`config.mk`:
```
export PLATFORM = sky130hd
export DESIGN_NAME = skdmt_fifo
export DESIGN_NICKNAME = d
export VERILOG_FILES = /design/src/hdl/skdmt_pkg.sv /design/src/hdl/skdmt_fifo.sv
export SDC_FILE = /design/constraint.sdc
export NUM_CORES = 1
export LEC_CHECK = 0
export BUFFER_PORTS_ARGS = -buffer_cell sky130_fd_sc_hd__buf_2
export CAP_MARGIN = 20
export CORE_MARGIN = 4
export CORE_UTILIZATION = 50
export DETAILED_ROUTE_END_ITERATION = 8
export PLACE_DENSITY_LB_ADDON = 0.25
export SETUP_SLACK_MARGIN = 0.02
export SLEW_MARGIN = 20
export SYNTH_ARGS = -nofsm -noshare
export SYNTH_HDL_FRONTEND = slang
export SYNTH_SLANG_ARGS = --single-unit
```
`constraint.sdc`:
```
create_clock -name clk -period 3.9 [get_ports clk]
set_input_delay 0.39 -clock clk [delete_from_list [all_inputs] [get_ports clk]]
set_output_delay 0.39 -clock clk [all_outputs]
set_load 0.05 [all_outputs]
```
`src/hdl/skdmt_pkg.sv`:
```
// Shared types and constants for the string-keyed direct-mapped table.
package skdmt_pkg;

  localparam int HASH_W      = 32;
  localparam int CHAR_W      = 8;
  localparam int VALUE_W     = 16;
  localparam int RESULT_W    = 17;
  localparam int CFG_W       = 9;
  localparam int COUNT_W     = 9;
  localparam int STEP_BITS   = 4;
  localparam int DIV_STEPS   = HASH_W / STEP_BITS;
  localparam int DIV_CNT_W   = $clog2(DIV_STEPS);
  localparam int Q_DEPTH     = 2;
  localparam int Q_PTR_W     = $clog2(Q_DEPTH);
  localparam int Q_CNT_W     = $clog2(Q_DEPTH + 1);

  localparam logic [HASH_W-1:0]   HASH_BASE    = 32'd7;
  localparam logic [HASH_W-1:0]   HASH_INIT    = 32'd0;
  localparam logic [HASH_W-1:0]   POWER_INIT   = 32'd1;
  localparam logic [CFG_W-1:0]    SIZE_RESET   = 9'd256;
  localparam logic [COUNT_W-1:0]  COUNT_MAX    = 9'd511;
  localparam logic [RESULT_W-1:0] EMPTY_RESULT = 17'h1FFFF;

  localparam logic MODE_LOOKUP = 1'b0;
  localparam logic MODE_STORE  = 1'b1;

  // One finished key handed from the hash front end to the table back end.
  typedef struct packed {
    logic                mode;
    logic [HASH_W-1:0]   hash;
    logic [VALUE_W-1:0]  value;
  } job_t;

  // Back end status seen by the front end.
  typedef struct packed {
    logic clearing;
    logic job_full;
  } back_status_t;

endpackage

```
`src/hdl/skdmt_fifo.sv`:
```
// Short job queue between the hash front end and the table back end.
module skdmt_fifo (
  input  logic            clk,
  input  logic            rst_n,
  input  logic            push,
  input  skdmt_pkg::job_t push_job,
  output logic            full,
  input  logic            pop,
  output logic            empty,
  output skdmt_pkg::job_t pop_job
);

  skdmt_pkg::job_t                 entry_r [skdmt_pkg::Q_DEPTH];
  logic [skdmt_pkg::Q_PTR_W-1:0]   wr_ptr_r, rd_ptr_r;
  logic [skdmt_pkg::Q_CNT_W-1:0]   cnt_r;
  logic                            do_push, do_pop;

  assign full    = (cnt_r == skdmt_pkg::Q_CNT_W'(skdmt_pkg::Q_DEPTH));
  assign empty   = (cnt_r == '0);
  assign do_push = push & ~full;
  assign do_pop  = pop & ~empty;
  assign pop_job = entry_r[rd_ptr_r];

  always_ff @(posedge clk) begin
    if (do_push) begin
      entry_r[wr_ptr_r] <= push_job;
    end
  end

  always_ff @(posedge clk) begin
    if (!rst_n) begin
      wr_ptr_r <= '0;
      rd_ptr_r <= '0;
      cnt_r    <= '0;
    end else begin
      if (do_push) begin
        wr_ptr_r <= wr_ptr_r + 1'b1;
      end
      if (do_pop) begin
        rd_ptr_r <= rd_ptr_r + 1'b1;
      end
      case ({do_push, do_pop})
        2'b10:   cnt_r <= cnt_r + 1'b1;
        2'b01:   cnt_r <= cnt_r - 1'b1;
        default: cnt_r <= cnt_r;
      endcase
    end
  end

  a_cnt_bound: assert property (@(posedge clk) disable iff (!rst_n)
    cnt_r <= skdmt_pkg::Q_CNT_W'(skdmt_pkg::Q_DEPTH))
    else $error("job queue count out of range");

  a_ptr_gap: assert property (@(posedge clk) disable iff (!rst_n)
    (cnt_r == '0) |-> (wr_ptr_r == rd_ptr_r))
    else $error("job queue empty with pointers apart");

endmodule

```
**After elaboration in Yosys (flattened, before gate mapping)**

Memories as Yosys holds them, arrays and structs flattened. A register that Yosys moved wholly into a read port is not among the register bits.
Index checks and enable logic that the tools add are counted.

- Register bits: 4
- Bits in writable memories: 98
- Input port bits: 53
- Output and inout port bits: 51
- Word-level logic and storage cells: 22
- Memories kept: 1

- Add/sub/neg operators: 4
- Equal/unequal tests: 3
- Multiplexer cells: 5
- Bitwise gates (word level): 4
- Reduce and logical (&&, ||, !) cells: 2

Memory list:

| memory | words | bits a word | read ports | clocked after memory_dff | wr ports | line | text |
|---|---|---|---|---|---|---|---|
| entry_r | 2 | 49 | 1 | 1 | 1 | skdmt_fifo.sv:13 | `skdmt_pkg::job_t entry_r [skdmt_pkg::Q_DEPTH];` |

Operators by type and width:

| operator | number |
|---|---|
| == test 2 bit, second input constant | 2 |
| two-way mux 1 bit | 4 |
| case mux 2 bit (2 select lines) | 1 |
| adder 1 bit, second input constant | 2 |
| adder 2 x 1 -> 2 bit, second input constant | 1 |
| bitwise AND 1 bit | 2 |
| == test 2 x 1 -> 1 bit, second input constant | 1 |
| zero test 2 bit | 1 |
| NOT 1 bit | 2 |
| nonzero test 2 bit | 1 |
| subtractor 2 x 1 -> 2 bit, second input constant | 1 |

**Logic depth before layout (Yosys ltp)**

- Depth in word-level cells: 5
- Depth in mapped cells: 6
- Gate-level depth less buffers: 6

**Worst setup path before layout**

No wires, ideal clock.

- Path type: reg2reg
- From: register cnt_r[0] (netlist bit)
- To: memory entry_r[0][0] (netlist bit), enable pin
- Setup time: 0.403 ns
- Arrival: 1.978 ns
- Required time: 3.497 ns
- Slack: 1.518 ns
- Stages on the path, launching flop included: 5
- Buffers on the path: 0
- Period minus slack after synthesis: 2.382 ns
- Cells stage by stage: dfxtp_1 -> nand2b_2 -> inv_2 -> or3_1 -> inv_1

- Longest elaborated chain between the ends: 5

RTL lines:

| element | line | text |
|---|---|---|
| from (decl) | skdmt_fifo.sv:15 | `logic [skdmt_pkg::Q_CNT_W-1:0] cnt_r;` |
| from (signal assigned) | skdmt_fifo.sv:43 | `2'b10: cnt_r <= cnt_r + 1'b1;` |
| from (signal assigned) | skdmt_fifo.sv:44 | `2'b01: cnt_r <= cnt_r - 1'b1;` |
| from (signal assigned) | skdmt_fifo.sv:45 | `default: cnt_r <= cnt_r;` |
| == test 2 bit | skdmt_fifo.sv:18 | `assign full = (cnt_r == skdmt_pkg::Q_CNT_W'(skdmt_pkg::Q_DEPTH));` |
| via full | skdmt_fifo.sv:7 | `output logic full,` |
| NOT 1 bit | skdmt_fifo.sv:20 | `assign do_push = push & ~full;` |
| bitwise AND 1 bit | skdmt_fifo.sv:20 |  |
| two-way mux 1 bit | skdmt_fifo.sv:25 | `if (do_push) begin` |
| two-way mux 1 bit (implied by the code) | skdmt_fifo.sv:26 | `entry_r[wr_ptr_r] <= push_job;` |
| to (decl) | skdmt_fifo.sv:13 |  |

The timed path passes the listed nets, and every way through them passes these cells.

==> metrics.md <==
| Metric | Value |
|---|---|
| Outcome | finished, final reports clean |
| Num CTS Buffers | 9 |
| Area Growth Syn to Fin | 22.8% |
| CP max stage cell | dfxtp_4 |
| Total number of vias | around 1.9k |
| Die W | around 95 µm |
| Register area | between 3000 and 4000 µm² |
| Critical path required time | ~3.5 ns |
| Overall die height | around 95 µm |
| Drt pass-1 iters | 4 |
| Leakage | about 1.7 nW |
| Min-delay worst type | primary input to register |
| F_max | between 400 and 500 MHz |
| Ports | roughly 100 |
| FILL cells | 563 |
| Crit path DAT | about 1.8 ns |
| CP cell instances | mux2_2, buf_2 |
| Avg Inst Size Synth | 21.1 µm² |
| Drt wl/cell | 16.1 µm |
| Multi-input gate area | between 600 and 700 µm² |
| Placed cell count | between 300 and 400 |
| Synthesized instance count | between 150 and 200 |
| Headroom to the max-slew limit | a little over two fifths |
| CTS clk-pin slew, worst paths | 0.10 ns |
| Worst path top cell family by delay | flip-flops |
| First-pass GRT wire length | between 9000 and 10000 µm |
| Nets | between 300 and 400 |
| Largest net degree at the start of global routing | 50 |
| CP bufs+invs | 1 |
| Port bufs | 103 |
| Vias/cell | 4.84 |
| #FFs+latches synth | between 100 and 150 |
| Syn_nets | between 200 and 250 |
| CTS tree | yes |
| Slew Viols, Final | 0 |
| PD cells | 771 nW/µm² |
| Final non-filler cell total | slightly below 400 |
| Vias in the first global route | approximately 2.0k |
| Post-route DRC | 0 |
| Async set-reset flop share out of synthesis | 0% |
| Ys Warns | 0 |
| Clk root buf | clkbuf_8 |
| Slew at the pin with the worst max-slew slack | around 0.86 ns |
| Number of H-tree levels | 3 |
| Post-Syn Area | about 3800 µm² |
| Postcts setup bufs | 0 |
| GPL Wtd Cong | 0.681 |
| Crit path launch type | register |
| Die footprint | between 8000 and 9000 µm² |
| Worst vdd ir | approximately 0.6 mV |
| Initial antenna violation count | 0 |
| Critical path class | register to output pin |
| Final setup fails | 0 |
| Clock buffer depth | 2 |
| CTS resizes | 0 |
| Site row count | 31 |
| GRT Total Usage | 14.3% |
| Iter 0 DRT Violations | approximately 70 |
| Worst-skew pair later-pin latency | between 0.3 and 0.4 ns |
| CP max stage delay | 0.78 ns |
| Sequential-to-total area share from yosys stat | between 80% and 90% |
| Tmin final | 2.18 ns |
| Starting Density | 51.5% |
| N_diodes | 0 |
| Core Region | 7290 µm² |
| RSZ-0062 raised after global routing | false |
| Grt ovf | 0 |
| Routed Antenna Nets | 0 |
| Setup TNS | 0 ns |
| CP Capture Type | output pin |
| Top_reg_cell synth | edfxtp_1 |
| Layout cell share with drive strength beyond 1 | between 50% and 60% |
| # hold bufs at CTS | 0 |
| EDFF count, synth | about 100 |
| Final WL | between 6000 and 7000 µm |
| Max_cap viols | 0 |
| Critical path peak fanout | slightly below 50 |
| Final HPWL DP | between 4000 and 5000 µm |
| Part of the cycle the worst path needs | between 50% and 60% |
| Synth cell types | 19 |
| Final hold vios | 0 |
| Clock sinks | 103 |
| Clock skew | 0.0172 ns |
[final timing paths]
| check | from | to | slack, ns | cells after the start |
|---|---|---|---|---|
| worst max register to register | cnt_r[0]$_SDFFE_PN0P_ | entry_r[0][37]$_DFFE_PP_ | 1.91 | 4 |
| worst min register to register | wr_ptr_r$_SDFFE_PN0P_ | wr_ptr_r$_SDFFE_PN0P_ | 0.50 | 2 |
| worst max-delay path | register | pop_job[39] | 1.72 | 2 |
| worst min-delay path | push_job[23] | entry_r[0][23]$_DFFE_PP_ | 0.23 | 1 |
[layout by cell type (no fill, tap or decap)]
cell       Yosys  final
nor2_1         1      1
xnor2_1        3      3
or3_1          2      2
edfxtp_1      98     98
clkinv_2       0      3
o21a_1         1      1
clkinv_4       0      1
a21boi_1       2      2
nor2b_1        2      2
clkbuf_1       0      1
bufinv_16      0      3
and2_1         1      1
dfxtp_4        0      1
inv_2          1      1
inv_1          2      1
nand2b_2       1      1
dfxtp_1        5      4
o21ai_0        2      2
mux2_2        49     49
ha_1           1      1
nand2_1        1      1
buf_2          4    103
clkbuf_8       0      9
and3_4         0      1
[worst register-to-register path, stage by stage (launching register included)]
cell and delay, ns:
dfxtp_1 0.42, nand2b_2 0.18, inv_2 0.04, or3_1 0.34
clkinv_2 0.61
[Yosys cell counts (2+ instances only)]
master    instances  area [µm²]
edfxtp_1         98        2940
mux2_2           49         552
dfxtp_1           5         100
buf_2             4        20.0
xnor2_1           3        26.3
a21boi_1          2        15.0
inv_1             2        7.51
nor2b_1           2        12.5
o21ai_0           2        10.0
or3_1             2        12.5
[state kept, by name (all words and copies together) (netlist names), named ones only]
name and cells:
rd_ptr_r 1, entry_r 98, wr_ptr_r 1, cnt_r 2
[power breakdown]
part | switching [mW] | internal (mW) | total (mW)
Clock | 0.333 | 0.426 | 0.758
Sequential | 0.116 | 1.40 | 1.52
Combinational | 0.914 | 0.370 | 1.28
Total | 1.36 | 2.20 | 3.56
[final cells by class]
class / instances / share of cell area [%]
inverters: 3 / 0.271
clock buffers: 10 / 2.76
repair buffers: 103 / 11.2
clock inverters: 6 / 2.36
multi-input cells: 67 / 14.8
flip-flops and latches: 103 / 66.0
well taps: 99 / 2.68
[logic make-up after synthesis]
| family | share of synthesized area, % |
|---|---|
| flip-flops | 81.0 |
| multiplexers | 14.7 |
| AND/OR/NAND/NOR | 1.43 |
| buffers and inverters | 1.03 |
| AO/OA/AOI/OAI | 0.865 |
| XOR/XNOR | 0.699 |
| adder cells (fa/ha/maj) | 0.333 |
[metrics by stage]
stage	utilization, %	worst slack (ns)	area (µm²)	hold slack [ns]	total power, mW
after floorplan	-	1.52	3760	0.457	2.56
after global placement	60.0	1.69	4370	0.466	2.83
after detailed placement	60.1	1.68	4380	0.499	2.85
after CTS	63.3	1.67	4620	0.207	3.61
after global routing	63.3	1.63	4620	0.211	3.72
final	63.3	1.72	4620	0.225	3.56
[per-layer routing]
metal,wire [µm],track usage [%],part of all wire [%]
met1,2620,18.2,42
met3,476,4.30,7.6
met4,65,6.13,1.0
met2,3120,22.7,50
met5,0,0,0
No activity file was read; power rests on OpenSTA's default activity.
