File: src/hdl/skdmt_pkg.sv
// Shared types and constants for the string-keyed direct-mapped table.
package skdmt_pkg;

  localparam int HASH_W      = 32;
  localparam int CHAR_W      = 8;
  localparam int VALUE_W     = 16;
  localparam int RESULT_W    = 17;
  localparam int CFG_W       = 9;
  localparam int COUNT_W     = 9;
  localparam int STEP_BITS   = 4;
  localparam int DIV_STEPS   = HASH_W / STEP_BITS;
  localparam int DIV_CNT_W   = $clog2(DIV_STEPS);
  localparam int Q_DEPTH     = 2;
  localparam int Q_PTR_W     = $clog2(Q_DEPTH);
  localparam int Q_CNT_W     = $clog2(Q_DEPTH + 1);

  localparam logic [HASH_W-1:0]   HASH_BASE    = 32'd7;
  localparam logic [HASH_W-1:0]   HASH_INIT    = 32'd0;
  localparam logic [HASH_W-1:0]   POWER_INIT   = 32'd1;
  localparam logic [CFG_W-1:0]    SIZE_RESET   = 9'd256;
  localparam logic [COUNT_W-1:0]  COUNT_MAX    = 9'd511;
  localparam logic [RESULT_W-1:0] EMPTY_RESULT = 17'h1FFFF;

  localparam logic MODE_LOOKUP = 1'b0;
  localparam logic MODE_STORE  = 1'b1;

  // One finished key handed from the hash front end to the table back end.
  typedef struct packed {
    logic                mode;
    logic [HASH_W-1:0]   hash;
    logic [VALUE_W-1:0]  value;
  } job_t;

  // Back end status seen by the front end.
  typedef struct packed {
    logic clearing;
    logic job_full;
  } back_status_t;

endpackage

File: src/hdl/skdmt_front.sv
// Front end: accepts key characters and accumulates the polynomial hash.
module skdmt_front (
  input  logic                              clk,
  input  logic                              rst_n,
  input  logic                              in_push,
  output logic                              in_full,
  input  logic                              in_mode,
  input  logic signed [skdmt_pkg::CHAR_W-1:0] in_key_char,
  input  logic                              in_last_char,
  input  logic [skdmt_pkg::VALUE_W-1:0]     in_reg_value,
  input  skdmt_pkg::back_status_t           status,
  output logic                              job_push,
  output skdmt_pkg::job_t                   job
);

  logic [skdmt_pkg::HASH_W-1:0] hash_r, hash_nxt;
  logic [skdmt_pkg::HASH_W-1:0] pow_r, pow_nxt;
  logic [skdmt_pkg::HASH_W-1:0] char_ext;
  logic [skdmt_pkg::HASH_W-1:0] sum;
  logic                         accept;

  assign in_full  = status.clearing | status.job_full;
  assign accept   = in_push & ~in_full;
  assign char_ext = {{(skdmt_pkg::HASH_W - skdmt_pkg::CHAR_W){in_key_char[skdmt_pkg::CHAR_W-1]}},
                     in_key_char};
  // low 32 bits of the product wrap the same for signed and unsigned
  assign sum      = hash_r + char_ext * pow_r;

  always_comb begin
    hash_nxt = hash_r;
    pow_nxt  = pow_r;
    if (accept) begin
      if (in_last_char) begin
        hash_nxt = skdmt_pkg::HASH_INIT;
        pow_nxt  = skdmt_pkg::POWER_INIT;
      end else begin
        hash_nxt = sum;
        pow_nxt  = (pow_r << 3) - pow_r;
      end
    end
  end

  always_ff @(posedge clk) begin
    if (!rst_n) begin
      hash_r <= skdmt_pkg::HASH_INIT;
      pow_r  <= skdmt_pkg::POWER_INIT;
    end else begin
      hash_r <= hash_nxt;
      pow_r  <= pow_nxt;
    end
  end

  assign job_push  = accept & in_last_char;
  assign job.mode  = in_mode;
  assign job.hash  = sum;
  assign job.value = in_reg_value;

endmodule

File: config.mk
export PLATFORM = sky130hd
export DESIGN_NAME = skdmt_front
export DESIGN_NICKNAME = d
export VERILOG_FILES = /design/src/hdl/skdmt_pkg.sv /design/src/hdl/skdmt_front.sv
export SDC_FILE = /design/constraint.sdc
export NUM_CORES = 1
export LEC_CHECK = 0
export ABC_AREA = 1
export ABC_CLOCK_PERIOD_IN_PS = 5300
export BUFFER_PORTS_ARGS = -buffer_cell sky130_fd_sc_hd__buf_2
export CAP_MARGIN = 5
export CORE_ASPECT_RATIO = 0.7
export CORE_MARGIN = 4
export CORE_UTILIZATION = 50
export DETAILED_ROUTE_END_ITERATION = 10
export PLACE_DENSITY_LB_ADDON = 0.1
export SLEW_MARGIN = 30
export SYNTH_ARGS = -nofsm -noshare
export SYNTH_HDL_FRONTEND = slang
export SYNTH_SLANG_ARGS = --single-unit
File: constraint.sdc
create_clock -name clk -period 5.3 [get_ports clk]
set_input_delay 0.53 -clock clk [delete_from_list [all_inputs] [get_ports clk]]
set_output_delay 0.53 -clock clk [all_outputs]
set_load 0.05 [all_outputs]
; Word level (Yosys, flattened, before mapping)
; Cells that the tools add are included.
[op_classes]
addsub = 2
n_mul = 1
muxes = 2
bitwise = 4
[ops]
columns = operator, n
row1 = 32-bit two-way mux, 2
row2 = 32-bit adder, 1
row3 = 8-bit by 32-bit multiplier with 32-bit output, 1
row4 = 32-bit subtractor, 1
row5 = 1-bit AND, 2
row6 = 1-bit inverter, 1
row7 = 1-bit OR, 1
[word_totals]
ff_bits = 64

; Longest topological paths before layout
; Gate-level depths: netlist of run 1.
[logic_depth]
depth_word = 4
depth_mapped = 25
depth_no_buf = 23

; Worst setup path before layout of run 1
; OpenSTA, ideal clock, no wires.
[synth_path]
kind = input to output
start = in in_key_char[2] (netlist bit)
end = out job[35] (netlist bit)
t_arrival_ns = 5.374
required_ns = 4.770
path_slack_ns = -0.604
stages = 16
n_path_buf = 2
path_cell_list = clkbuf_1 buf_1 nand2_1 fa_1 fa_1 inv_1 fa_1 fa_1 fa_1 ha_1 nand2_1 nor2_1 nand3_1 nand3_2 a21oi_2 xnor2_1
[synth_lines]
columns = element, line
row1 = "start, declared", skdmt_front.sv:8  ; input logic signed [skdmt_pkg::CHAR_W-1:0] in_key_char,
row2 = "end, declared", skdmt_front.sv:13  ; output skdmt_pkg::job_t job

==> results of run 1 <==
==> final timing paths <==
kind / from / end / slack [ns] / cells past startpoint
min reg2reg: hash_r[26]$_SDFFE_PN0P_ / hash_r[26]$_SDFFE_PN0P_ / 0.47 / 2
min: rst_n / pow_r[12]$_SDFFE_PN0P_ / 0.42 / 2
max reg2reg: pow_r[4]$_SDFFE_PN0P_ / hash_r[24]$_SDFFE_PN0P_ / -0.02 / 28
max: in_key_char[1] / job[27] / -0.18 / 19
==> cells by family after synthesis <==
| kind of cell | share of synthesized area [%] |
|---|---|
| AND/OR/NAND/NOR | 24.7 |
| flip-flops | 10.2 |
| XOR/XNOR | 1.33 |
| AO/OA/AOI/OAI | 9.08 |
| adder cells (fa/ha/maj) | 39.5 |
| buffers and inverters | 15.2 |
==> worst max-delay path, stage by stage <==
cell and delay [ns]:
buf_12 0.10, buf_12 0.15, nand2_2 0.07, fa_1 0.49, inv_2 0.04, fa_1 0.48, fa_1 0.53, fa_1 0.52
fa_2 0.46, ha_4 0.34, nand2_4 0.09, nor2_4 0.12, buf_6 0.11, a21o_1 0.21, buf_4 0.15, buf_4 0.09
buf_6 0.10, xor2_4 0.16, buf_6 0.18
==> cells in the mapped netlist, drive strengths merged <==
cell / n
dfxtp: 64
o21ai: 48
nand3: 84
inv: 390
dlymetal6s2s: 1
nor4: 3
dlygate4sd1: 1
a31oi: 3
ha: 96
buf: 35
clkbuf: 50
and2: 9
fa: 187
a21oi: 132
or2: 10
nand2: 499
a21o: 7
a22oi: 1
o21a: 3
xnor2: 7
and3: 1
o211ai: 2
o21bai: 7
nand3b: 8
nand4: 21
nor3: 11
xor2: 12
nor2: 99
clkinv: 1
a21boi: 7
nand2b: 1
==> routing by layer <==
metal / wire [um] / global-route usage (%) / up-vias
li1: - / - / 5901
met3: 3170 / 4.93 / 85
met1: 18600 / 43.6 / 6056
met4: 1040 / 6.82 / 0
met5: 0 / 0 / -
met2: 19100 / 46.4 / 435
==> what timing repair did <==
action                                 in CTS  in global routing
setup buffers                              55                 16
gates resized for setup                   308                172
cloned                                      3                  2
endpoints found under the hold margin       0                  0
pin swaps                                 104                108
setup endpoints to repair                  23                 27
==> sequential cells by signal, summed over array words and instances, names as in the netlist <==
| signal | count |
|---|---|
| pow_r | 32 |
| hash_r | 32 |
==> layout make-up <==
class	instances	area, um^2
multi-input combinational	1258	11000
fill	1964	7190
timing repair buffer	308	2890
clock inverter	7	143
inverter	391	1480
tap	325	407
clock buffer	9	225
sequential	64	1360
==> power by group <==
part           internal, mW  switching [mW]  total [mW]
clock                 0.509           0.271       0.780
combinational          1.17            1.52        2.69
sequential            0.492          0.0188       0.511
total                  2.17            1.81        3.99
==> summary.txt, run 1 <==
CTS Buffer Depth - 2
# DRC - 0
Largest net degree at the start of global routing - 65
P_leak - 9.49 nW
Vias in the first global route - 12300
Most common cell after layout, fill and taps aside - nand2_1
Chip Height - 140 um
Fmax - 182 MHz
VDD IR-drop max - 0.000223 V
Antenna-violating nets left - 0
Final Net Count - 2346
Placed instance area - 14500 um^2
Non-Filler Cell Area, Final - 17500 um^2
I/O pin count - 82
CTS clk-pin slew, worst paths - 0.06 ns
Cell Pwr Density - 228 nW/um^2
Synth top area share - 29.9%
DPL Wire Length - 30.9 mm
Vias per std cell - 5.28
RSZ-0062 raised after global routing - true
WHS - 0.420 ns
Initial drt markers - 991
Synth area leaders - fa_1 (30%), nand2_1 (15%), inv_1 (12%), dfxtp_1 (10%), ha_1 (9.6%)
Fraction of layout cells with a size suffix above 1 - 30.4%
Layout Skew - 0.00547 ns
CP Capture Type - output pin
Post-synth net total - 2114
Ant. Diodes - 0
Tmin final - 5.48 ns
Crit start category - primary input
Worst Setup Slack, final - -0.182 ns
Buffers on Ports - 47
Mapped Area - 12500 um^2
Utilization after layout - 70.9%
Worst-Skew Late Latency - 0.36 ns
Mean Syn Cell Area - 6.96 um^2
Gr ovfl total - 0
Status - complete, but fails checks
Setup CP Type - in2out
Post-Synthesis Cells - 1800
CTS root buffer - clkbuf_16
Post-synth cell types - 45
Most frequent cells in the layout - nand2_1 (444), inv_1 (369), buf_4 (193)
Pre-CTS WS - -0.633 ns
Area leader, netlist - fa_1
Pre-antenna DRT Iters - 7
H-tree depth - 3
Hold crit path type - in2reg
Final Hold Fails - 0
Failing checks - setup timing
Synth Warn # - 0
Vias - 12500
Placed insts - 2272
Finished Layout Cells - 2362
FP Rows - 48
Die Footprint - 27700 um^2
Worst-Margin Slew - 0.838 ns
CP max FO - 8
Routed len/inst - 17.7 um
Final setup fails - 18
Clk sink count - 64
Final period utilization - 103%
Overall routing resource usage - 29.7%
Number of max-cap violations - 0
Worst EP required - 4.77 ns
Die extent in x - 197 um
Final Max Slew Viols - 0
Synthesis-to-finish area growth - 39.6%
Starting density of the core - 50.8%
Initial antenna violation count - 0
Synth Register Bits - 64
Total negative setup slack - -2.02 ns
Slew HR - 44.1%
Worst EP arrival - 4.95 ns
Cts bufs inserted - 9
Cts hold-fix bufs - 0
RePlAce Congestion - 0.985
Part of the Yosys area used for sequential elements - 10.2%
Routed wire length - 41.9 mm
CTS tree - built
First-pass GRT wire length - 65.2 mm
Tot Pwr - 3.99 mW
Core Box Area - 24700 um^2
No activity file was read; power rests on OpenSTA's default activity.
==> run 2: changes to the inputs <==
--- a/config.mk
+++ b/config.mk
@@ -13,7 +13,9 @@
 export CORE_MARGIN = 4
 export CORE_UTILIZATION = 50
 export DETAILED_ROUTE_END_ITERATION = 10
+export MAX_ROUTING_LAYER = met4
 export PLACE_DENSITY_LB_ADDON = 0.1
+export RECOVER_POWER = 50
 export SLEW_MARGIN = 30
 export SYNTH_ARGS = -nofsm -noshare
 export SYNTH_HDL_FRONTEND = slang
==> run 2 against run 1 <==
Compared with the run above: the run ends with capacitance limit, slew limit, setup timing left; via count fell by 0.23%; worst hold slack got worse by 0.0047 ns; cell area grew 0.52%; combinational power grew 5%; clock skew is 0.0060 ns higher; sequential cell count unchanged; critical path type unchanged; largest cell class unchanged.
==> summary.txt, run 2 (same netlist as run 1, synthesis figures left out) <==
Status - complete, but fails checks
Failing checks - capacitance limit, slew limit, setup timing
RSZ-0062 raised after global routing - true
RePlAce Congestion - 0.984
Final Max Slew Viols - 62
# DRC - 0
Routed len/inst - 17.8 um
Fraction of layout cells with a size suffix above 1 - 31.0%
Gr ovfl total - 0
Worst-Margin Slew - 3.25 ns
Number of max-cap violations - 1
Worst Setup Slack, final - -0.219 ns
Cell Pwr Density - 229 nW/um^2
Starting density of the core - 50.8%
Clk sink count - 64
Die Footprint - 27700 um^2
VDD IR-drop max - 0.000313 V
Crit path to - job[47]
Largest net degree at the start of global routing - 62
Worst path cell trace - buf_12 > buf_12 > buf_12 > buf_4 > nand2_1 > fa_2 > inv_1 > fa_1 > fa_1 > fa_2 > ha_4 > ha_4 > nand2_2 > nor2_2 > nand2_1 > inv_1 > nand3_2 > nand2_2 > nand3_2 > and2_2 > buf_6
Worst-Skew Late Latency - 0.36 ns
Die extent in x - 197 um
Most common cell after layout, fill and taps aside - nand2_1
Vias - 12400
Synthesis-to-finish area growth - 40.3%
Initial drt markers - 928
Final period utilization - 104%
CP max FO - 9
Critical Path Slowest Stage Cell - fa_2
Layout Skew - 0.0115 ns
Total negative setup slack - -1.70 ns
Final setup fails - 15
CTS tree - built
CTS root buffer - clkbuf_16
First-pass GRT wire length - 65.2 mm
Final Hold Fails - 0
Worst EP required - 4.77 ns
Fmax - 181 MHz
Largest registers - hash_r: 32 flops, pow_r: 32 flops
Antenna-violating nets left - 0
CTS Buffer Depth - 2
R2R cell count - 26
Initial antenna violation count - 0
Worst EP arrival - 4.99 ns
Cts bufs inserted - 9
Most frequent cells in the layout - nand2_1 (432), inv_1 (357), buf_4 (184)
Most frequent CP cell - buf_12
Vias per std cell - 5.28
Non-Filler Cell Area, Final - 17600 um^2
CP Capture Type - output pin
Hold crit path type - in2reg
FP Rows - 48
Cts hold-fix bufs - 0
DPL Wire Length - 31.4 mm
H-tree depth - 3
Pre-CTS WS - -0.568 ns
I/O pin count - 82
WHS - 0.415 ns
Core Box Area - 24700 um^2
Pre-antenna DRT Iters - 6
CTS clk-pin slew, worst paths - 0.06 ns
Overall routing resource usage - 30.6%
Critical path launch point - in_key_char[0]
P_leak - 9.51 nW
Worst path max stage delay - 0.62 ns
Crit start category - primary input
Routed wire length - 42.0 mm
FF-to-FF setup slack - -0.12 ns
Utilization after layout - 71.2%
Ant. Diodes - 0
Slew HR - -116%
Critical R2R Capture - hash_r[30]$_SDFFE_PN0P_
Worst R2R Start - pow_r[14]$_SDFFE_PN0P_
Setup CP Type - in2out
Vias in the first global route - 12200
Placed instance area - 14600 um^2
Tmin final - 5.52 ns
Final Net Count - 2343
Chip Height - 140 um
Buffers on Ports - 47
run 2: cell count changes in the layout (fill, tap and decap cells not counted), sizes merged:
| cell | previous run | this run |
|---|---|---|
| clkinvlp | 0 | 1 |
| bufinv | 4 | 2 |
| clkbuf | 11 | 19 |
| buf | 304 | 296 |
| inv | 392 | 393 |
| clkinv | 2 | 1 |
| bufbuf | 2 | 0 |
run 2: stage by stage:
stage,cells,power (mW)
floorplan,1800,1.85
global placement,2274,2.47
detailed placement,2275,2.49
CTS,2333,3.70
global route,2359,4.27
finish,2359,4.03
run 2: layout make-up:
type                            count  area [um^2]
Inverter                          391         1490
Clock inverter                      6         90.1
Multi-Input combinational cell   1258        11100
Fill cell                        1955         7100
Clock buffer                       10          239
Sequential cell                    64         1340
Tap cell                          325          407
Timing Repair Buffer              305         2910
run 2: worst min path at each step:
| stage | from | end | slack, ns | depth (start not counted) |
|---|---|---|---|---|
| after floorplan | hash_r[10]$_SDFFE_PN0P_ | hash_r[10]$_SDFFE_PN0P_ | 0.45 | 2 |
| after global placement | hash_r[24]$_SDFFE_PN0P_ | hash_r[24]$_SDFFE_PN0P_ | 0.45 | 2 |
| after detailed placement | hash_r[24]$_SDFFE_PN0P_ | hash_r[24]$_SDFFE_PN0P_ | 0.46 | 2 |
| after CTS | rst_n | pow_r[12]$_SDFFE_PN0P_ | 0.41 | 2 |
| after global routing | rst_n | pow_r[12]$_SDFFE_PN0P_ | 0.43 | 2 |
| final | rst_n | pow_r[12]$_SDFFE_PN0P_ | 0.42 | 2 |
run 2: critical path, delay by kind of cell:
| kind | cells | cell delay [ns] |
|---|---|---|
| fa+ha+maj | 6 | 2.67 |
| buf+inv | 7 | 0.82 |
| simple gates | 8 | 0.96 |
run 2: power by group:
group          switching (mW)  internal (mW)  total [mW]
Sequential             0.0188          0.494       0.513
Combinational            1.57           1.25        2.83
Clock                   0.264          0.427       0.691
Total                    1.86           2.17        4.03
run 2: routing by layer:
metal / vias up / wire (um) / GRT usage, %
met2: 419 / 19200 / 45.8
met4: 0 / 831 / 7.33
li1: 5900 / - / -
met1: 6061 / 18700 / 43.7
met3: 68 / 3220 / 5.19
met5: - / 0 / -
run 2: repair_timing:
| item | in CTS | in global routing |
|---|---|---|
| buffers inserted | 40 | 27 |
| pin swaps | 88 | 136 |
| cloned | 4 | 3 |
| endpoints found under the setup margin | 23 | 26 |
| gates resized for setup | 274 | 241 |
