==> src/hdl/skdmt_pkg.sv <==
// Shared types and constants for the string-keyed direct-mapped table.
package skdmt_pkg;

  localparam int HASH_W      = 32;
  localparam int CHAR_W      = 8;
  localparam int VALUE_W     = 16;
  localparam int RESULT_W    = 17;
  localparam int CFG_W       = 9;
  localparam int COUNT_W     = 9;
  localparam int STEP_BITS   = 4;
  localparam int DIV_STEPS   = HASH_W / STEP_BITS;
  localparam int DIV_CNT_W   = $clog2(DIV_STEPS);
  localparam int Q_DEPTH     = 2;
  localparam int Q_PTR_W     = $clog2(Q_DEPTH);
  localparam int Q_CNT_W     = $clog2(Q_DEPTH + 1);

  localparam logic [HASH_W-1:0]   HASH_BASE    = 32'd7;
  localparam logic [HASH_W-1:0]   HASH_INIT    = 32'd0;
  localparam logic [HASH_W-1:0]   POWER_INIT   = 32'd1;
  localparam logic [CFG_W-1:0]    SIZE_RESET   = 9'd256;
  localparam logic [COUNT_W-1:0]  COUNT_MAX    = 9'd511;
  localparam logic [RESULT_W-1:0] EMPTY_RESULT = 17'h1FFFF;

  localparam logic MODE_LOOKUP = 1'b0;
  localparam logic MODE_STORE  = 1'b1;

  // One finished key handed from the hash front end to the table back end.
  typedef struct packed {
    logic                mode;
    logic [HASH_W-1:0]   hash;
    logic [VALUE_W-1:0]  value;
  } job_t;

  // Back end status seen by the front end.
  typedef struct packed {
    logic clearing;
    logic job_full;
  } back_status_t;

endpackage

==> src/hdl/skdmt_back.sv <==
// Back end: modulo reduction, slot table, fill count and result register.
module skdmt_back #(
  parameter int TABLE_DEPTH = 256
) (
  input  logic                                clk,
  input  logic                                rst_n,
  input  logic [skdmt_pkg::CFG_W-1:0]         table_size,
  input  logic                                job_empty,
  input  skdmt_pkg::job_t                     job,
  output logic                                job_pop,
  output logic                                clearing,
  output logic                                out_empty,
  input  logic                                out_pop,
  output logic signed [skdmt_pkg::RESULT_W-1:0] out_stored_reg,
  output logic [skdmt_pkg::COUNT_W-1:0]       out_entry_count
);

  localparam int IDX_W = (TABLE_DEPTH > 1) ? $clog2(TABLE_DEPTH) : 1;
  localparam int REM_W = $clog2(TABLE_DEPTH + 1);
  localparam int CMP_W = (REM_W > skdmt_pkg::CFG_W) ? REM_W : skdmt_pkg::CFG_W;
  localparam int WORD_W = skdmt_pkg::VALUE_W + 1;

  typedef enum logic [2:0] {
    ST_CLEAR,
    ST_IDLE,
    ST_DIV,
    ST_READ,
    ST_EXEC
  } state_t;

  state_t                              state_r;
  logic [IDX_W-1:0]                    clr_idx_r;
  logic [skdmt_pkg::HASH_W-1:0]        div_r;
  logic [REM_W-1:0]                    rem_r;
  logic [skdmt_pkg::DIV_CNT_W-1:0]     step_r;
  logic                                mode_r;
  logic [skdmt_pkg::VALUE_W-1:0]       value_r;
  logic [WORD_W-1:0]                   rd_word_r;
  logic [skdmt_pkg::COUNT_W-1:0]       count_r;
  logic                                out_valid_r;
  logic [skdmt_pkg::RESULT_W-1:0]      out_data_r;
  logic [skdmt_pkg::COUNT_W-1:0]       out_cnt_r;

  // slot word: valid bit on top of the stored value
  logic [WORD_W-1:0]                   mem [TABLE_DEPTH];

  logic [CMP_W-1:0]                    size_ext;
  logic [REM_W-1:0]                    size_eff;
  logic [skdmt_pkg::HASH_W-1:0]        div_nxt;
  logic [REM_W-1:0]                    rem_nxt;
  logic [skdmt_pkg::HASH_W-1:0]        mag;
  logic [IDX_W-1:0]                    slot;
  logic                                out_free;
  logic                                slot_valid;
  logic                                mem_we;
  logic [IDX_W-1:0]                    mem_waddr;
  logic [WORD_W-1:0]                   mem_wdata;
  logic [skdmt_pkg::COUNT_W-1:0]       count_nxt;
  logic [skdmt_pkg::RESULT_W-1:0]      result;

  // size of zero acts as one, sizes past the table saturate
  always_comb begin
    size_ext = CMP_W'(table_size);
    if (size_ext == '0) begin
      size_ext = CMP_W'(1);
    end else if (size_ext > CMP_W'(TABLE_DEPTH)) begin
      size_ext = CMP_W'(TABLE_DEPTH);
    end
    size_eff = size_ext[REM_W-1:0];
  end

  // restoring division, STEP_BITS quotient bits per cycle, remainder only
  always_comb begin
    logic [REM_W:0] t;
    div_nxt = div_r;
    rem_nxt = rem_r;
    for (int i = 0; i < skdmt_pkg::STEP_BITS; i++) begin
      t = {rem_nxt, div_nxt[skdmt_pkg::HASH_W-1]};
      if (t >= {1'b0, size_eff}) begin
        t = t - {1'b0, size_eff};
      end
      rem_nxt = t[REM_W-1:0];
      div_nxt = {div_nxt[skdmt_pkg::HASH_W-2:0], 1'b0};
    end
  end

  // most negative hash negates to itself, read as unsigned 2^31
  assign mag  = job.hash[skdmt_pkg::HASH_W-1] ? (skdmt_pkg::HASH_W'(0) - job.hash) : job.hash;
  assign slot = rem_r[IDX_W-1:0];

  assign out_free   = ~out_valid_r | out_pop;
  assign slot_valid = rd_word_r[WORD_W-1];
  assign job_pop    = (state_r == ST_IDLE) & ~job_empty;
  assign clearing   = (state_r == ST_CLEAR);

  always_comb begin
    count_nxt = count_r;
    result    = skdmt_pkg::EMPTY_RESULT;
    if (mode_r == skdmt_pkg::MODE_STORE) begin
      result = {1'b0, value_r};
      if (!slot_valid && count_r != skdmt_pkg::COUNT_MAX) begin
        count_nxt = count_r + 1'b1;
      end
    end else if (slot_valid) begin
      result = {1'b0, rd_word_r[skdmt_pkg::VALUE_W-1:0]};
    end
  end

  always_comb begin
    mem_we    = 1'b0;
    mem_waddr = slot;
    mem_wdata = {1'b1, value_r};
    if (state_r == ST_CLEAR) begin
      mem_we    = 1'b1;
      mem_waddr = clr_idx_r;
      mem_wdata = '0;
    end else if (state_r == ST_EXEC && out_free && mode_r == skdmt_pkg::MODE_STORE) begin
      mem_we = 1'b1;
    end
  end

  always_ff @(posedge clk) begin
    if (mem_we) begin
      mem[mem_waddr] <= mem_wdata;
    end
    if (state_r == ST_READ) begin
      rd_word_r <= mem[slot];
    end
  end

  always_ff @(posedge clk) begin
    if (!rst_n) begin
      state_r     <= ST_CLEAR;
      clr_idx_r   <= '0;
      count_r     <= '0;
      out_valid_r <= 1'b0;
      step_r      <= '0;
    end else begin
      if (out_pop) begin
        out_valid_r <= 1'b0;
      end
      case (state_r)
        ST_CLEAR: begin
          clr_idx_r <= clr_idx_r + 1'b1;
          if (clr_idx_r == IDX_W'(TABLE_DEPTH - 1)) begin
            state_r <= ST_IDLE;
          end
        end
        ST_IDLE: begin
          if (!job_empty) begin
            div_r   <= mag;
            rem_r   <= '0;
            mode_r  <= job.mode;
            value_r <= job.value;
            step_r  <= '0;
            state_r <= ST_DIV;
          end
        end
        ST_DIV: begin
          div_r  <= div_nxt;
          rem_r  <= rem_nxt;
          step_r <= step_r + 1'b1;
          if (step_r == skdmt_pkg::DIV_CNT_W'(skdmt_pkg::DIV_STEPS - 1)) begin
            state_r <= ST_READ;
          end
        end
        ST_READ: begin
          state_r <= ST_EXEC;
        end
        ST_EXEC: begin
          if (out_free) begin
            count_r     <= count_nxt;
            out_valid_r <= 1'b1;
            out_data_r  <= result;
            out_cnt_r   <= count_nxt;
            state_r     <= ST_IDLE;
          end
        end
        default: begin
          state_r <= ST_IDLE;
        end
      endcase
    end
  end

  assign out_empty       = ~out_valid_r;
  assign out_stored_reg  = out_data_r;
  assign out_entry_count = out_cnt_r;

  a_count_mono: assert property (@(posedge clk) disable iff (!rst_n)
    1'b1 |=> count_r >= $past(count_r))
    else $error("fill count went down");

  a_clear_quiet: assert property (@(posedge clk) disable iff (!rst_n)
    (state_r == ST_CLEAR) |-> (!out_valid_r && !job_pop))
    else $error("activity during clearing pass");

  a_store_echo: assert property (@(posedge clk) disable iff (!rst_n)
    (state_r == ST_EXEC && out_free && mode_r == skdmt_pkg::MODE_STORE)
    |=> (out_valid_r && out_data_r == {1'b0, $past(value_r)}))
    else $error("store result differs from stored word");

  a_slot_range: assert property (@(posedge clk) disable iff (!rst_n)
    (state_r == ST_READ) |-> (rem_r < size_eff))
    else $error("slot index past table size");

endmodule

==> config.mk <==
export PLATFORM = sky130hd
export DESIGN_NAME = skdmt_back
export DESIGN_NICKNAME = d
export VERILOG_FILES = /design/src/hdl/skdmt_pkg.sv /design/src/hdl/skdmt_back.sv
export SDC_FILE = /design/constraint.sdc
export NUM_CORES = 2
export LEC_CHECK = 0
export BUFFER_PORTS_ARGS = -buffer_cell sky130_fd_sc_hd__buf_2
export CORE_ASPECT_RATIO = 0.7
export CORE_MARGIN = 2
export CORE_UTILIZATION = 35
export DETAILED_ROUTE_END_ITERATION = 8
export GPL_ROUTABILITY_DRIVEN = 0
export GPL_TIMING_DRIVEN = 0
export PLACE_DENSITY = 0.51
export SLEW_MARGIN = 20
export SYNTH_ARGS = -nofsm -noshare
export SYNTH_HDL_FRONTEND = slang
export SYNTH_MEMORY_MAX_BITS = 65536
export SYNTH_SLANG_ARGS = --single-unit
==> constraint.sdc <==
create_clock -name clk -period 12.7 [get_ports clk]
set_input_delay 0.635 -clock clk [delete_from_list [all_inputs] [get_ports clk]]
set_output_delay 0.635 -clock clk [all_outputs]
set_load 0.02 [all_outputs]
; ---- After elaboration in Yosys (flattened, before gate mapping)
; Memories as Yosys holds them, arrays and structs flattened. A register that Yosys moved wholly into a read port is not among the register bits.
; Cells that the tools add are included.
; Widths: inputs -> output; s select.
[totals]
mem_count = 1
ff_bits = 108
word_cells = 85
ram_bits = 4352
[classes]
n_lt_le_gt_ge = 5
n_reduce_logical = 13
bitwise_logic = 4
n_mux = 31
n_eq_ne = 11
addsub = 8
[memory_table]
columns = name, depth, word_bits, rd, rd_ports_with_merged_regs, write_ports, line_no
row1 = mem, 256, 17, 1, 1, 1, skdmt_back.sv:45  ; logic [WORD_W-1:0] mem [TABLE_DEPTH];
[op_table]
columns = cell, count
row1 = $mux 9, 9
row2 = $mux 32, 2
row3 = $pmux 32 s2, 1
row4 = $ge 10x9->1, 4
row5 = $sub 9x9->9, 4
row6 = $mux 17, 2
row7 = $sub 1x32->32 const A, 1
row8 = $pmux 9 s2, 1
row9 = $mux 16, 1
row10 = $mux 3, 5
row11 = $pmux 3 s5, 1
row12 = $add 9x1->9 const B, 1
row13 = $gt 9x9->1 const B, 1
row14 = $logic_not 9->1, 1
row15 = $ne 9x9->1 const B, 1
row16 = $reduce_and 3->1, 3
row17 = $add 8x1->8 const B, 1
row18 = $eq 8x8->1 const B, 1
row19 = $mux 8, 1
row20 = $mux 1, 7
row21 = $eq 3x2->1 const B, 2
row22 = $eq 3x3->1 const B, 2
row23 = $ne 2x2->1 const B, 3
row24 = $pmux 3 s2, 1
row25 = 12 further kinds, 16

; ---- Depth between registers and ports, before layout
[logic_depth]
ltp_word = 12
mapped_depth = 37

; ---- Worst setup path before layout
; OpenSTA, ideal clock, no wires.
[synth_timing]
path_kind = register -> register
start = register state_r[2]
end = memory mem[0][10] (netlist name), data pin
t_required_ps = 11307
stages_incl_launch_ff = 8
slack_ps = 3851
n_path_buf = 4
arrival_ps = 7456
path_cell_list = dfxtp_1 > clkbuf_1 > or3_1 > inv_1 > clkbuf_1 > clkbuf_1 > clkbuf_1 > nor2_1
[synth_between]
elab_chain_len = 2
[synth_lines]
columns = item, line_no
row1 = from (decl), skdmt_back.sv:31  ; state_t state_r;
row2 = from (signal assigned), skdmt_back.sv:133  ; state_r <= ST_CLEAR;
row3 = from (signal assigned), skdmt_back.sv:146  ; state_r <= ST_IDLE;
row4 = from (signal assigned), skdmt_back.sv:156  ; state_r <= ST_DIV;
row5 = $logic_not 3->1, --
row6 = via clearing, skdmt_back.sv:11  ; output logic clearing,
row7 = $mux 17, skdmt_back.sv:113  ; if (state_r == ST_CLEAR) begin
row8 = via mem_wdata[10], skdmt_back.sv:57  ; logic [WORD_W-1:0] mem_wdata;
row9 = to (decl), skdmt_back.sv:45
; The timed path passes the listed nets, and every way through them passes these cells.

; ---- Worst setup path after layout
[layout_timing]
start = input port table_size[4] (netlist name)
end = register rem_r[1], data pin
[layout_between]
elab_chain_len = 12
[layout_lines]
columns = item, line_no
row1 = from (decl), skdmt_back.sv:7  ; input logic [skdmt_pkg::CFG_W-1:0] table_size,
row2 = $gt 9x9->1, skdmt_back.sv:66  ; end else if (size_ext > CMP_W'(TABLE_DEPTH)) begin
row3 = $mux 9, skdmt_back.sv:66
row4 = $mux 9 *, skdmt_back.sv:64  ; if (size_ext == '0) begin
row5 = $sub 9x9->9 / $ge 10x9->1 (equally long branches), "skdmt_back.sv:80, skdmt_back.sv:79"
row6 = $mux 9, skdmt_back.sv:79  ; if (t >= {1'b0, size_eff}) begin
row7 = $sub 9x9->9 / $ge 10x9->1 (equally long branches), "skdmt_back.sv:80, skdmt_back.sv:79"
row8 = $mux 9, skdmt_back.sv:79
row9 = $sub 9x9->9 / $ge 10x9->1 (equally long branches), "skdmt_back.sv:80, skdmt_back.sv:79"
row10 = $mux 9, skdmt_back.sv:79
row11 = $ge 10x9->1 / $sub 9x9->9 (equally long branches), "skdmt_back.sv:79, skdmt_back.sv:80"
row12 = $mux 9 *, skdmt_back.sv:79
row13 = $pmux 9 s2 *, skdmt_back.sv:142  ; case (state_r)
row14 = to (signal assigned), skdmt_back.sv:161  ; rem_r <= rem_nxt;
row15 = to (decl), skdmt_back.sv:34  ; logic [REM_W-1:0] rem_r;
; Mark *: on every way between the ends. The rest lies on a longest branch, timed or not.
; A chain may end at the register's enable or synchronous reset.

==> metrics.yaml <==
global_route:
  grtUsageTotal_pct: 20.7
  antenna_found_initial: 86
  grt_pass1_wl_mm: 712
  overflow: 0
  grt_pass1_vias: 82400
  grt_max_degree: 68
yosys:
  synthXorXnorAreaFrac_pct: 0.369
  synth_edf_count: 4453
  synth_top_family_by_area: "multiplexers"
  synth_cells: 7267
  yosys.area_share.simple_pct: 1.47
  yosysSeqAreaShare_pct: 77.4
  synth_fp_nets: 7375
  synth.top_cell.area_share_pct: 77.1
  synth_area_sq_um: 173000
  yosysUniqueCellTypes: 67
  synthAdderAreaFrac_pct: 0.349
  yosys.area.top_type: "edfxtp_1"
  synth_compound_area_share_pct: 0.765
  yosysWarnings: 0
  synthMuxAreaShare_pct: 18.7
  ys.flop_type: "edfxtp_1"
  synth.avg_cell_area_sq_um: 23.9
  synth.ff_latch_count: 4477
  synth_area_leaders: "edfxtp_1 77%, mux4_2 19%, nor2_1 0.71%"
  async_flop_share_pct: 0
floorplan:
  io_pins: 91
  die_w_um: 845
  start_util_pct: 35.1
  dieHeight_um: 593
  coreArea_sq_um: 494000
  dieArea_sq_um: 501000
  rows: 216
layout:
  layout-drive-gt1-share_pct: 34.7
  stdcell_count: 15000
  largest_register: "mem"
  final_common_cell: "edfxtp_1"
  design_area_sq_um: 203000
  areaGrowthSynthToFinish_pct: 17.1
  largest_reg_flops: 4352
  fillers: 42500
  reg_top3: "mem x4352, div_r x32"
  finalNetCount: 8207
  final_cell_mix: "4453 x edfxtp_1, 1428 x mux4_2, 423 x clkbuf_16, 237 x clkbuf_1, 208 x buf_2"
drt:
  drt-vias-per-instance: 5.63
  drtAntennaViolNets: 0
  drc: 0
  drt-initial-drc-count: 12400
  routedWlPerCell_um: 35.3
  drt_first_pass_iters: 6
  routed_wl_mm: 528
  num_vias: 84400
worst_setup_path:
  cp_slowest_stage_delay_ps: 720
  crit_fanout: 10
  critical_path_class: "primary input to register"
  end_kind: "register"
  crit_top_cell: "ha_1"
  slowest_stage: "a311oi_2"
  path_delay_family: "compound AO/OA/AOI/OAI gates"
  crit_arrival_ps: 10230
  critPathRequiredTime_ps: 13440
  start_kind: "primary input"
  critPathBufInv: 4
clocking:
  clk_path_buf_depth: 4
  cts_max_level: 5
  clkSinkCount: 4477
  cts_tree: "done"
  numCtsBuffers: 410
  root_buffer: "clkbuf_16"
  cts-resized-gates: 0
  clk_pin_slew_ps: 60
  insertion_delay_ps: 970
timing:
  clock_skew_ps: 34.6
  hold_viol: 0
  final-setup-viol-count: 0
  slew-limit-headroom_pct: 10.0
  min_period_ps: 9490
  fmax_mhz: 105
  rsz0062_at_grt: "no"
  tightestPinTransition_ps: 1350
  setup-tns-final_ps: 0
  post-route-period-util_pct: 74.7
  worst_hold_slack_ps: 62.2
  slew_viol_final: 0
placed_design:
  dp.cells: 14200
  io_buffer_count: 90
  dpl_cell_area_sq_um: 190000
  hpwl_mm: 374
power:
  leakagePower_nw: 71.4
  power_density_nw_per_um2: 143
  finalPower_mw: 29.0
  vdd_ir_drop_max_mv: 0.126
hold_path:
  min_path_type: "primary input to register"
run:
  max-cap-violations: 0
run_status:
  status: "complete, no violations"
## cell usage after synthesis (all sizes together) (5+ instances only)
master  number
xnor2       32
inv         40
nor2b       12
a22oi       34
mux2        14
a21oi       47
nand2      132
or3         17
nand3       19
o31ai       16
mux2i        5
clkbuf     253
nor3        21
nand3b       7
nand2b       5
xor2        41
mux4      1428
edfxtp    4453
nor2       328
buf        134
a31oi        5
dfxtp       24
a21o        10
ha          42
o21ai       51
and2        21
nand4        9
## where the power goes
group          internal, mW  switching (mW)
Combinational         0.158           0.280
Sequential             16.0         0.00440
Clock                  6.97            5.53
Total                  23.1            5.82
## area by class of cell
class,count,area [sq um],share of cell area [%]
clock buffers,499,10900,5.35
diodes,20,50.0,0.0246
multi-input cells,2362,39100,19.2
repair buffers,420,6580,3.24
plain buffers,387,1760,0.865
flip-flops and latches,4477,134000,66.1
clock inverters,234,2290,1.13
well taps,6540,8180,4.03
inverters,41,154,0.0758
## path summary, 6_finish.rpt
check | startpoint | endpoint | slack, ps | cells past startpoint
max | table_size[4] | rem_r[1] | 3210 | 37
min | job[37] | div_r[21] | 60 | 3
min reg2reg | clr_idx_r[1] | clr_idx_r[1] | 530 | 2
max reg2reg | rem_r[1] | rem_r[1] | 3380 | 30
## timing repair
action                    in CTS  in global routing
setup buffers                  0                  0
hold endpoints to repair      21                  0
hold buffers                  21                  0
## layer usage
metal	GRT usage, %	vias to the layer above	wire (um)
met4	4.39	14	11800
met5	0	-	99
met3	6.16	654	57900
met1	31.2	46600	230000
li1	-	33000	-
met2	29.8	4104	228000
## worst register-to-register path: cells and delay by family, from the launching register on
| kind | cells | cell delay (ps) |
|---|---|---|
| and+or+nand+nor | 9 | 1680 |
| AOI/OAI and AO/OA | 12 | 3310 |
| buffers and inverters | 5 | 2240 |
| DFF | 1 | 460 |
| muxes | 1 | 360 |
| adders and majority gates | 3 | 1070 |
## stage by stage
| step | utilization [%] | setup WS [ps] |
|---|---|---|
| after floorplan | - | 3850 |
| after global routing | 41.1 | 2600 |
| after global placement | 36.9 | -7460 |
| after detailed placement | 38.4 | 2490 |
| after CTS | 41.1 | 3440 |
| final | 41.1 | 3210 |
## kinds of logic (layout without fill, tap and decap cells)
family | count (synthesis) | in the layout
other | 0 | 20
and+or+nand+nor | 591 | 591
DFF | 4477 | 4477
xor gates and xnor gates | 73 | 73
adders and majority gates | 46 | 46
buffers and inverters | 428 | 1581
AOI/OAI and AO/OA | 205 | 205
muxes | 1447 | 1447
No activity file was read; power rests on OpenSTA's default activity.
